## config.mk

```make
export PLATFORM = sky130hd
export DESIGN_NAME = vertex_layout_offsets_top
export DESIGN_NICKNAME = d
export VERILOG_FILES = /design/src/sv/vlo_pkg.sv /design/src/sv/vlo_head.sv /design/src/sv/vlo_cell.sv /design/src/sv/vlo_tail.sv /design/src/sv/vertex_layout_offsets_top.sv
export SDC_FILE = /design/constraint.sdc
export NUM_CORES = 1
export LEC_CHECK = 0
export BUFFER_PORTS_ARGS = -buffer_cell sky130_fd_sc_hd__buf_2
export CORE_AREA = 8 8 273 275
export CTS_CLUSTER_SIZE = 8
export DETAILED_ROUTE_END_ITERATION = 6
export DIE_AREA = 0 0 281 283
export GPL_TIMING_DRIVEN = 0
export HOLD_SLACK_MARGIN = 0.08
export PLACE_DENSITY_LB_ADDON = 0.15
export REMOVE_ABC_BUFFERS = 1
export SYNTH_ARGS = -nofsm -noshare
export SYNTH_HDL_FRONTEND = slang
export SYNTH_SLANG_ARGS = --single-unit
```

## constraint.sdc

```tcl
create_clock -name clk -period 21.9 [get_ports clk]
set_clock_uncertainty 0.1 [all_clocks]
set_input_delay 4.38 -clock clk [delete_from_list [all_inputs] [get_ports clk]]
set_output_delay 4.38 -clock clk [all_outputs]
set_load 0.01 [all_outputs]
```

## src/sv/vlo_pkg.sv

```systemverilog
// ----------------------------------------------------------------------------
// vlo_pkg: shared types for the vertex layout offset decoder
// Holds the per-descriptor layout record that moves down the stage chain and
// the finished result record.
// ----------------------------------------------------------------------------
package vlo_pkg;

  localparam int MAX_TEX_STAGES = 8;
  localparam logic [5:0] OFF_ABSENT = 6'd63;

  // Attribute flag bit positions.
  localparam int FLAG_NORMAL   = 0;
  localparam int FLAG_DIFFUSE  = 1;
  localparam int FLAG_SPECULAR = 2;
  localparam int FLAG_FDIFFUSE = 3;
  localparam int FLAG_FSPEC    = 4;
  localparam int FLAG_TANGENT  = 5;
  localparam int FLAG_BINORMAL = 6;

  // Position kind codes.
  localparam logic [3:0] POS_NONE   = 4'd0;
  localparam logic [3:0] POS_XYZ    = 4'd1;
  localparam logic [3:0] POS_XYZRHW = 4'd2;
  localparam logic [3:0] POS_XYZW   = 4'd3;
  localparam logic [3:0] POS_B1     = 4'd4;
  localparam logic [3:0] POS_B5     = 4'd8;

  // Layout record: partial results plus the input fields still needed.
  typedef struct packed {
    logic [14:0] dims;
    logic [5:0]  w_off;
    logic [5:0]  p_off;
    logic [5:0]  n_off;
    logic [5:0]  c_off;
    logic [5:0]  s_off;
    logic [47:0] tex_offs;
    logic [5:0]  words;
    logic [4:0]  elems;
    logic [3:0]  tex_count;
    logic [23:0] tex_sizes;
    logic        has_tan;
    logic        has_bin;
  } lay_t;

  typedef struct packed {
    logic [14:0] dims;
    logic [5:0]  weight_offset;
    logic [5:0]  palette_offset;
    logic [5:0]  normal_offset;
    logic [5:0]  color_offset;
    logic [5:0]  specular_offset;
    logic [47:0] tex_offsets;
    logic [5:0]  tangent_offset;
    logic [5:0]  binormal_offset;
    logic [7:0]  total_bytes;
    logic [4:0]  element_count;
  } res_t;

endpackage

```

## src/sv/vlo_head.sv

```systemverilog
// ----------------------------------------------------------------------------
// vlo_head: position and color decode
// First stage of the chain: places position, blend data, normal and colors,
// and saturates the texture stage count.
// ----------------------------------------------------------------------------
module vlo_head
  import vlo_pkg::*;
#(
  parameter int TEX_STAGES = MAX_TEX_STAGES
) (
  input  logic        clk,
  input  logic        rst_n,
  input  logic        up_valid,
  output logic        up_stall,
  input  logic [3:0]  pos_kind,
  input  logic        last_beta_byte,
  input  logic [6:0]  attr_flags,
  input  logic [3:0]  tex_count,
  input  logic [23:0] tex_sizes,
  output logic        dn_valid,
  input  logic        dn_stall,
  output lay_t        dn_lay
);

  localparam logic [3:0] STAGE_LIMIT = 4'(TEX_STAGES);

  logic valid_r;
  lay_t lay_r;
  lay_t lay_nxt;
  logic can_load;

  always_comb begin
    logic [2:0] pos_dim;
    logic [2:0] col_dim;
    logic [2:0] spec_dim;
    logic [2:0] wcount;
    logic [2:0] blends;
    blends   = 3'(pos_kind - POS_XYZW);
    pos_dim  = 3'd0;
    col_dim  = 3'd0;
    spec_dim = 3'd0;
    wcount   = 3'd0;
    lay_nxt  = '0;
    lay_nxt.w_off = OFF_ABSENT;
    lay_nxt.p_off = OFF_ABSENT;
    lay_nxt.n_off = OFF_ABSENT;
    lay_nxt.c_off = OFF_ABSENT;
    lay_nxt.s_off = OFF_ABSENT;
    lay_nxt.tex_offs = '1;

    if (pos_kind == POS_XYZ) begin
      pos_dim = 3'd3;
      lay_nxt.words = 6'd3;
      lay_nxt.elems = 5'd1;
    end else if (pos_kind == POS_XYZRHW || pos_kind == POS_XYZW) begin
      pos_dim = 3'd4;
      lay_nxt.words = 6'd4;
      lay_nxt.elems = 5'd1;
    end else if (pos_kind >= POS_B1 && pos_kind <= POS_B5) begin
      pos_dim = 3'd3;
      lay_nxt.words = 6'd3 + 6'(blends);
      if (last_beta_byte) begin
        // The last blend float carries the palette indices.
        lay_nxt.p_off = 6'd2 + 6'(blends);
        wcount = blends - 3'd1;
        if (wcount != 3'd0) begin
          lay_nxt.w_off = 6'd3;
          lay_nxt.elems = 5'd3;
        end else begin
          lay_nxt.elems = 5'd2;
        end
      end else begin
        lay_nxt.w_off = 6'd3;
        wcount = blends;
        lay_nxt.elems = 5'd2;
      end
    end

    if (attr_flags[FLAG_NORMAL]) begin
      lay_nxt.n_off = lay_nxt.words;
      lay_nxt.words = lay_nxt.words + 6'd3;
      lay_nxt.elems = lay_nxt.elems + 5'd1;
    end
    if (attr_flags[FLAG_DIFFUSE]) begin
      lay_nxt.c_off = lay_nxt.words;
      col_dim = 3'd1;
      lay_nxt.words = lay_nxt.words + 6'd1;
      lay_nxt.elems = lay_nxt.elems + 5'd1;
    end
    if (attr_flags[FLAG_SPECULAR]) begin
      lay_nxt.s_off = lay_nxt.words;
      spec_dim = 3'd1;
      lay_nxt.words = lay_nxt.words + 6'd1;
      lay_nxt.elems = lay_nxt.elems + 5'd1;
    end
    // Float colors come later in the vertex, so their offsets win.
    if (attr_flags[FLAG_FDIFFUSE]) begin
      lay_nxt.c_off = lay_nxt.words;
      col_dim = 3'd4;
      lay_nxt.words = lay_nxt.words + 6'd4;
      lay_nxt.elems = lay_nxt.elems + 5'd1;
    end
    if (attr_flags[FLAG_FSPEC]) begin
      lay_nxt.s_off = lay_nxt.words;
      spec_dim = 3'd4;
      lay_nxt.words = lay_nxt.words + 6'd4;
      lay_nxt.elems = lay_nxt.elems + 5'd1;
    end

    lay_nxt.dims = {wcount, 3'd0, spec_dim, col_dim, pos_dim};
    lay_nxt.tex_count = (tex_count > STAGE_LIMIT) ? STAGE_LIMIT : tex_count;
    lay_nxt.tex_sizes = tex_sizes;
    lay_nxt.has_tan = attr_flags[FLAG_TANGENT];
    lay_nxt.has_bin = attr_flags[FLAG_BINORMAL];
  end

  assign can_load = !valid_r || !dn_stall;
  assign up_stall = !can_load;

  always_ff @(posedge clk) begin
    if (!rst_n) begin
      valid_r <= 1'b0;
    end else if (can_load) begin
      valid_r <= up_valid;
    end
  end

  always_ff @(posedge clk) begin
    if (can_load && up_valid) begin
      lay_r <= lay_nxt;
    end
  end

  assign dn_valid = valid_r;
  assign dn_lay   = lay_r;

endmodule

```

## src/sv/vlo_cell.sv

```systemverilog
// ----------------------------------------------------------------------------
// vlo_cell: one texture coordinate stage
// Places texture stage IDX at the running word offset and passes the record on.
// ----------------------------------------------------------------------------
module vlo_cell
  import vlo_pkg::*;
#(
  parameter int IDX = 0
) (
  input  logic clk,
  input  logic rst_n,
  input  logic up_valid,
  output logic up_stall,
  input  lay_t up_lay,
  output logic dn_valid,
  input  logic dn_stall,
  output lay_t dn_lay
);

  logic valid_r;
  lay_t lay_r;
  lay_t lay_nxt;
  logic can_load;

  always_comb begin
    logic [2:0] sz;
    sz = up_lay.tex_sizes[3*IDX +: 3];
    if (sz > 3'd4) begin
      sz = 3'd4;
    end
    lay_nxt = up_lay;
    if (4'(IDX) < up_lay.tex_count) begin
      lay_nxt.tex_offs[6*IDX +: 6] = up_lay.words;
      lay_nxt.words = up_lay.words + 6'(sz);
      // An empty stage keeps its offset but is not an element.
      if (sz != 3'd0) begin
        lay_nxt.elems = up_lay.elems + 5'd1;
      end
    end
  end

  assign can_load = !valid_r || !dn_stall;
  assign up_stall = !can_load;

  always_ff @(posedge clk) begin
    if (!rst_n) begin
      valid_r <= 1'b0;
    end else if (can_load) begin
      valid_r <= up_valid;
    end
  end

  always_ff @(posedge clk) begin
    if (can_load && up_valid) begin
      lay_r <= lay_nxt;
    end
  end

  assign dn_valid = valid_r;
  assign dn_lay   = lay_r;

endmodule

```

## src/sv/vlo_tail.sv

```systemverilog
// ----------------------------------------------------------------------------
// vlo_tail: tangent, binormal and result register
// Last stage of the chain: places tangent and binormal and holds the finished
// layout until it is taken.
// ----------------------------------------------------------------------------
module vlo_tail
  import vlo_pkg::*;
(
  input  logic clk,
  input  logic rst_n,
  input  logic up_valid,
  output logic up_stall,
  input  lay_t up_lay,
  output logic dn_valid,
  input  logic dn_stall,
  output res_t dn_res
);

  logic valid_r;
  res_t res_r;
  res_t res_nxt;
  logic can_load;

  always_comb begin
    logic [5:0] words;
    logic [4:0] elems;
    logic [2:0] tan_dim;
    words   = up_lay.words;
    elems   = up_lay.elems;
    tan_dim = 3'd0;
    res_nxt.tangent_offset  = OFF_ABSENT;
    res_nxt.binormal_offset = OFF_ABSENT;
    if (up_lay.has_tan) begin
      res_nxt.tangent_offset = words;
      tan_dim = up_lay.has_bin ? 3'd3 : 3'd4;
      words = words + 6'(tan_dim);
      elems = elems + 5'd1;
    end
    if (up_lay.has_bin) begin
      res_nxt.binormal_offset = words;
      words = words + 6'd3;
      elems = elems + 5'd1;
    end
    res_nxt.dims            = {up_lay.dims[14:12], tan_dim, up_lay.dims[8:0]};
    res_nxt.weight_offset   = up_lay.w_off;
    res_nxt.palette_offset  = up_lay.p_off;
    res_nxt.normal_offset   = up_lay.n_off;
    res_nxt.color_offset    = up_lay.c_off;
    res_nxt.specular_offset = up_lay.s_off;
    res_nxt.tex_offsets     = up_lay.tex_offs;
    res_nxt.total_bytes     = {words, 2'b00};
    res_nxt.element_count   = elems;
  end

  assign can_load = !valid_r || !dn_stall;
  assign up_stall = !can_load;

  always_ff @(posedge clk) begin
    if (!rst_n) begin
      valid_r <= 1'b0;
    end else if (can_load) begin
      valid_r <= up_valid;
    end
  end

  always_ff @(posedge clk) begin
    if (can_load && up_valid) begin
      res_r <= res_nxt;
    end
  end

  assign dn_valid = valid_r;
  assign dn_res   = res_r;

endmodule

```

## src/sv/vertex_layout_offsets_top.sv

```systemverilog
// ----------------------------------------------------------------------------
// vertex_layout_offsets_top: vertex format layout decoder
// Turns one vertex format descriptor into attribute offsets, dimensions,
// vertex size and element count.
// ----------------------------------------------------------------------------
// The decoder accepts one descriptor per cycle while in_stall is low and
// returns its layout through a chain of registered stages. A head stage
// places position, blend data, normal and colors, a row of TEX_STAGES
// cells places one texture stage each, and a tail stage places tangent and
// binormal into the result register. Every stage has its own valid bit and
// takes new data whenever it is empty or its content moves on, so a stall
// on the result side closes up gaps in the chain before it reaches in_stall;
// in_stall follows out_stall combinationally through the chain.
module vertex_layout_offsets_top
  import vlo_pkg::*;
#(
  parameter int TEX_STAGES = MAX_TEX_STAGES
) (
  input  logic        clk,
  input  logic        rst_n,
  input  logic        in_valid,
  output logic        in_stall,
  input  logic [3:0]  in_pos_kind,
  input  logic        in_last_beta_byte,
  input  logic [6:0]  in_attr_flags,
  input  logic [3:0]  in_tex_count,
  input  logic [23:0] in_tex_sizes,
  output logic        out_valid,
  input  logic        out_stall,
  output logic [14:0] out_dims,
  output logic [5:0]  out_weight_offset,
  output logic [5:0]  out_palette_offset,
  output logic [5:0]  out_normal_offset,
  output logic [5:0]  out_color_offset,
  output logic [5:0]  out_specular_offset,
  output logic [47:0] out_tex_offsets,
  output logic [5:0]  out_tangent_offset,
  output logic [5:0]  out_binormal_offset,
  output logic [7:0]  out_total_bytes,
  output logic [4:0]  out_element_count
);

  logic link_valid [TEX_STAGES+1];
  logic link_stall [TEX_STAGES+1];
  lay_t link_lay   [TEX_STAGES+1];
  res_t res;

  vlo_head #(
    .TEX_STAGES(TEX_STAGES)
  ) u_head (
    .clk            (clk),
    .rst_n          (rst_n),
    .up_valid       (in_valid),
    .up_stall       (in_stall),
    .pos_kind       (in_pos_kind),
    .last_beta_byte (in_last_beta_byte),
    .attr_flags     (in_attr_flags),
    .tex_count      (in_tex_count),
    .tex_sizes      (in_tex_sizes),
    .dn_valid       (link_valid[0]),
    .dn_stall       (link_stall[0]),
    .dn_lay         (link_lay[0])
  );

  for (genvar i = 0; i < TEX_STAGES; i++) begin : g_cell
    vlo_cell #(
      .IDX(i)
    ) u_cell (
      .clk      (clk),
      .rst_n    (rst_n),
      .up_valid (link_valid[i]),
      .up_stall (link_stall[i]),
      .up_lay   (link_lay[i]),
      .dn_valid (link_valid[i+1]),
      .dn_stall (link_stall[i+1]),
      .dn_lay   (link_lay[i+1])
    );
  end

  vlo_tail u_tail (
    .clk      (clk),
    .rst_n    (rst_n),
    .up_valid (link_valid[TEX_STAGES]),
    .up_stall (link_stall[TEX_STAGES]),
    .up_lay   (link_lay[TEX_STAGES]),
    .dn_valid (out_valid),
    .dn_stall (out_stall),
    .dn_res   (res)
  );

  assign out_dims            = res.dims;
  assign out_weight_offset   = res.weight_offset;
  assign out_palette_offset  = res.palette_offset;
  assign out_normal_offset   = res.normal_offset;
  assign out_color_offset    = res.color_offset;
  assign out_specular_offset = res.specular_offset;
  assign out_tex_offsets     = res.tex_offsets;
  assign out_tangent_offset  = res.tangent_offset;
  assign out_binormal_offset = res.binormal_offset;
  assign out_total_bytes     = res.total_bytes;
  assign out_element_count   = res.element_count;

`ifndef SYNTHESIS
  // A waiting result must still be there on the next cycle.
  a_out_hold: assert property (@(posedge clk) disable iff (!rst_n)
    out_valid && out_stall |=> out_valid && $stable(out_total_bytes))
    else $error("result dropped or changed while stalled");

  // The vertex never holds more than eighteen elements.
  a_elem_range: assert property (@(posedge clk) disable iff (!rst_n)
    out_valid |-> out_element_count <= 5'd18)
    else $error("element count out of range");

  // Blend weights are reported exactly when their count is nonzero.
  a_weight_dim: assert property (@(posedge clk) disable iff (!rst_n)
    out_valid |-> ((out_weight_offset != OFF_ABSENT) == (out_dims[14:12] != 3'd0)))
    else $error("weight offset and weight count disagree");

  // Tangent dimension is set exactly when a tangent is placed.
  a_tan_dim: assert property (@(posedge clk) disable iff (!rst_n)
    out_valid |-> ((out_tangent_offset != OFF_ABSENT) == (out_dims[11:9] != 3'd0)))
    else $error("tangent offset and dimension disagree");
`endif

endmodule

```

---- Yosys cells after proc, flatten, opt, wreduce, memory -nomap -nowiden ----
Index checks and enable logic that the tools add are counted.
Widths: inputs -> output; s select.
storage, ports and cells
  register bits after elaboration ......... 1,061
  bits of input ports ..................... 44
  output and inout port bits .............. 120
cells by class
  add/subtract/negate cells ............... 34
  magnitude comparators ................... 19
  eq/ne operators ......................... 3
  mux-type cells .......................... 50
  bitwise operators ....................... 2
  reductions and logical operators ........ 45
operators by type and width
  kind                 count
  $mux 11              16
  $add 5x1->5 const B  15
  $mux 5               11
  $add 6x3->6          9
  $mux 6               8
  $mux 3               11
  $reduce_bool 3->1    9
  $gt 3x3->1 const B   8
  $lt 3x4->1 const A   4
  $add 6x1->6 const B  2
  $add 6x2->6 const B  2
  $add 6x3->6 const B  2
  $logic_not 1->1      12
  $logic_and 1x1->1    11
  $logic_or 1x1->1     11
  $add 2x3->4 const A  2
  $eq 4x2->1 const B   2
  $lt 1x4->1 const A   2
  $lt 2x4->1 const A   2
  $eq 4x1->1 const B   1
  $ge 4x3->1 const B   1
  $gt 4x4->1 const B   1
  $le 4x4->1 const B   1
  $reduce_or 4->1      1
  6 further kinds      9

---- Longest topological paths before layout ----
  depth in word-level cells ............... 18
  mapped depth ............................ 25

---- Cells and area by module ----
Synthesis repeated with hierarchy kept, for this count alone.
unflattened totals
  cells, all modules ...................... 2,078
  area total of the unflattened synthesis .. 44,106.1 µm²
modules (own cells, without submodules)
  module                        instances  cells an instance  area each (µm²)  seq. area each (µm²)
  vlo_cell at g_cell[1].u_cell  1          199                4,493.1          4,043.9
  vlo_cell at g_cell[5].u_cell  1          199                4,464.3          4,043.9
  vlo_cell at g_cell[0].u_cell  1          183                4,458.0          4,043.9
  vlo_cell at g_cell[2].u_cell  1          184                4,455.5          4,043.9
  vlo_cell at g_cell[6].u_cell  1          196                4,455.5          4,043.9
  vlo_cell at g_cell[4].u_cell  1          199                4,446.8          4,043.9
  vlo_cell at g_cell[3].u_cell  1          182                4,435.5          4,043.9
  vlo_cell at g_cell[7].u_cell  1          179                4,425.5          4,043.9
  vlo_head                      1          357                4,345.4          2,212.1
  vlo_tail                      1          200                4,126.5          3,473.3

---- Least setup slack after synthesis ----
No wires, ideal clock.
  kind .................................... input-to-reg
  from .................................... input port out_stall
  to ...................................... register u_tail.res_r (netlist bit u_tail.dn_res[0]), enable pin
  setup time .............................. 0.728 ns
  arrival time ............................ 11.985 ns
  data required time ...................... 21.072 ns
  path slack .............................. 9.087 ns
  cell stages on the path ................. 1
  buffers on the path ..................... 0
  cells stage by stage .................... a21boi_0
between the ends
  cells in the longest elaborated chain, start to end .. 3
RTL lines
  item                  line                             RTL
  start, declared       vertex_layout_offsets_top.sv:29  input logic out_stall,
  $logic_not 1->1       vlo_tail.sv:55                   assign can_load = !valid_r || !dn_stall;
  $logic_or 1x1->1      vlo_tail.sv:55
  $logic_and 1x1->1     vlo_tail.sv:67                   if (can_load && up_valid) begin
  end signal, assigned  vlo_tail.sv:68                   res_r <= res_nxt;
  end, declared         vlo_tail.sv:20                   res_t res_r;
Every way passes these cells.
A chain may end at the register's enable or synchronous reset.

---- Worst setup path after layout ----
  from .................................... input port out_stall
  to ...................................... output port in_stall
between the ends
  cells in the longest elaborated chain, start to end .. 12
RTL lines
  item                           line                             RTL
  $logic_not 1->1                vlo_tail.sv:55
  $logic_or 1x1->1               vlo_tail.sv:55
  $logic_or 1x1->1 (8 in a row)  vlo_cell.sv:42                   assign can_load = !valid_r || !dn_stall;
  $logic_or 1x1->1               vlo_head.sv:117                  assign can_load = !valid_r || !dn_stall;
  $logic_not 1->1                vlo_head.sv:118                  assign up_stall = !can_load;
  end, declared                  vertex_layout_offsets_top.sv:22  output logic in_stall,
Every way passes these cells.

==> qor.yml <==
maxCapViolations: 0
drcViolationCount: 0
fin_setup_tns_ps: 0
synthTopCellsByArea: "edfxtp_1, ha_1, xnor2_1"
cp-end-kind: "primary output"
die_area_um2: 79520
cp-startpoint: "out_stall"
dp_hpwl_um: 32470
wirelength_um: 48100
area_delta_synth_final_pct: 18.09
post_cts_resize_count: 0
ir_drop_v: 0.00006837
place_ws_ps: 10840
netlist_area_um2: 31330
ios: 164
combPwrFrac_pct: 3.2
cts_buffer_depth: 3
period_share_pct: 50.51
fp.dieW_um: 281
max-slew-margin-rel_pct: 20.74
cts_sinks: 873
cts_hold_buf: 0
nets: 1977
fill_cells: 5610
yosys.area_share.simple_pct: 5.379
timing.rr.start: "u_tail.dn_valid"
wire_per_inst_um: 16.88
syn-instance-count: 1603
synth.distinct_cells: 80
htreeDepth: 3
first_global_vias: 14032
setup_violations: 0
root_buffer: "clkbuf_16"
p_int_mw: 2.905
synth_top_area_share_pct: 82.71
reg2regPathDepth: 9
grt_usage_pct: 12.06
slew_viol_final: 0
synthMuxAreaShare_pct: 1.238
clkLatencyLatePin_ps: 660
synth_adder_area_share_pct: 2.835
layout_setup_ws_ps: 10840
post_cts_buffers: 0
reg2reg_slack_ps: 18480
ys_seq_area_share_pct: 83.35
hold_violations: 0
p_sw_share_pct: 19.19
synth_flop_cell: "edfxtp_1"
fmax_mhz: 90.41
arrival_ps: 6580
synth_area_leader_cell: "edfxtp_1"
dpl.cell_count: 2697
critPathMaxStageDelay_ps: 390
min_period_ps: 11060
rsz0062_at_grt: "no"
drt_first_pass_iters: 7
crit_top_cell: "and3_1"
detail_route.vias_per_cell: 4.741
total_power_mw: 3.595
numPortBuffers: 157
rows: 98
cp_slowest_cell: "and3_1"
path_class: "in2out"
grt_pass1_wl_um: 76320
synth_top_family_by_area: "simple AND/OR/NAND/NOR gates"
crit_chain: "buf_2 > and3_1 > and2_1 > and3_1 > and3_1 > and3_1 > and2_1 > buf_2"
cp-start-kind: "primary input"
p_sw_mw: 0.6898
postRouteAntennaNets: 0
p_clk_share_pct: 44.7
worstReg2RegEnd: "u_head.dn_lay[11]"
synth_xor_area_share_pct: 3.171
yosys_warnings: 0
drive_gt1_share_pct: 21.11
stdcell_count: 2850
antenna_found_initial: 0
worst_pin_slew_ps: 1183
outcome: "completed"
hold_path_class: "reg2reg"
synthArstFlopShare_pct: 0
start_util_pct: 44.44
crit_end: "in_stall"
routabilityCongestion: 0.7916
hold_ws_ps: 306.2
cts_tree: "built"
path_clk_slew_ps: 50
p_seq_share_pct: 52.1
ys_seq_elements: 873
grt_overflow: 0
cts_buffers: 119
via_count: 13512
p_leak_nw: 12.51
chipHeight_um: 283
powerDensity_nw_per_um2: 97.17
grt_max_degree: 36
required_ps: 17420
synth_compound_area_share_pct: 2.711
core_um2: 70510
crit_path_max_fanout: 5
syn-mean-instance-area_um2: 19.55
synth_edf_count: 863
drt_iter0_markers: 718
antenna_cells: 0
[metrics by stage]
stage / area (um2) / util, %
after floorplan: 31100 / -
after global placement: 33070 / 46.91
after detailed placement: 33720 / 47.83
after CTS: 36990 / 52.47
after global routing: 37000 / 52.48
final: 37000 / 52.48
[cell families after synthesis]
group | Yosys count
flops | 873
fa+ha+maj | 66
simple gates | 308
other cells | 2
xor+xnor | 111
buf+inv | 85
mux | 35
compound gates | 123
[layout by cell type, fill, tap and decap left out, types with 5 or more instances in the layout]
cell       Yosys  final
edfxtp_1     863    863
buf_2          6    158
clkbuf_16      0    122
xnor2_1       70     70
nand2_1       65     65
ha_1          55     55
nor2_1        43     43
xor2_1        39     39
or2_2         39     39
inv_1         38     38
nor2b_1       36     30
nand2b_1      29     29
a21oi_1       29     29
clkbuf_1      19     24
o21ai_0       23     23
nand4_1       22     22
buf_12         0     22
mux2_2        20     20
nand3_1       19     19
mux2i_1       14     14
nor3_1        13     13
a21o_1        10     10
dfxtp_1       10     10
fa_1           9      9
o21a_1         8      8
and3_1         7      7
a31oi_1        7      7
o211ai_1       6      6
nor2b_4        0      6
conb_1         2      6
and2_1         5      5
nor3b_1        5      5
[per-layer routing]
metal,GRT usage (%),wire length [um]
met2,20.03,23260
met5,0,0
met4,4.103,1011
met1,15.35,21310
met3,3.091,2518
[power by group through the flow]
stage | Clock, mW | Sequential [mW] | Combinational (mW)
finish | 1.61 | 1.87 | 0.116
global route | 1.73 | 1.87 | 0.129
CTS | 1.66 | 1.87 | 0.117
detailed placement | 0 | 1.90 | 0.116
global placement | 0 | 1.91 | 0.108
floorplan | 0 | 1.90 | 0.0802
[sequential cells by signal, summed over array words and instances, names as in the netlist]
name / flops
g_cell.u_cell.dn_valid: 8
u_head.dn_valid: 1
u_tail.dn_valid: 1
u_head.dn_lay: 73
g_cell.u_cell.dn_lay: 685
u_tail.dn_res: 105
[critical path: cells and delay by family]
family,cells,cell delay (ps)
buffers and inverters,2,290
and+or+nand+nor,6,1900
[synth_stat cells (all sizes together), types with 2 or more instances]
cell type,instances
a211oi,2
a21boi,4
a21o,11
a21oi,29
a22oi,4
a311oi,2
a31oi,7
and2,5
and3,7
buf,25
clkbuf,19
conb,2
dfxtp,10
edfxtp,863
fa,9
ha,55
inv,40
maj3,2
mux2,20
mux2i,15
nand2,65
nand2b,29
nand3,19
nand3b,2
nand4,22
nand4b,2
nor2,44
nor2b,36
nor3,13
nor3b,5
nor4,5
o2111ai,2
o211ai,6
o21a,8
o21ai,24
o221ai,3
o22ai,2
o31a,2
o31ai,4
o32ai,3
or2,41
or3,4
or3b,3
xnor2,71
xor2,39
[final cells by class]
class	instances	area [um2]	area share, %
sequential	873	26120	70.58
tap	950	1189	3.213
inverter	41	153.9	0.4159
clock inverter	5	112.6	0.3044
multi-input combinational	649	4923	13.31
timing repair buffer	185	1349	3.645
clock buffer	147	3157	8.532
[worst min-delay path by stage]
stage / slack, ps / end / cells after the start / from
floorplan: 300 / g_cell[0].u_cell.dn_lay[0] / 0 / u_head.dn_lay[0]
global route: 310 / g_cell[7].u_cell.dn_lay[60] / 0 / g_cell[6].u_cell.dn_lay[60]
global placement: 300 / g_cell[5].u_cell.dn_lay[1] / 0 / g_cell[4].u_cell.dn_lay[1]
finish: 310 / g_cell[7].u_cell.dn_lay[60] / 0 / g_cell[6].u_cell.dn_lay[60]
detailed placement: 300 / g_cell[0].u_cell.dn_lay[101] / 0 / u_head.dn_lay[101]
CTS: 300 / g_cell[7].u_cell.dn_lay[60] / 0 / g_cell[6].u_cell.dn_lay[60]
(Power assumes the default switching activity.)
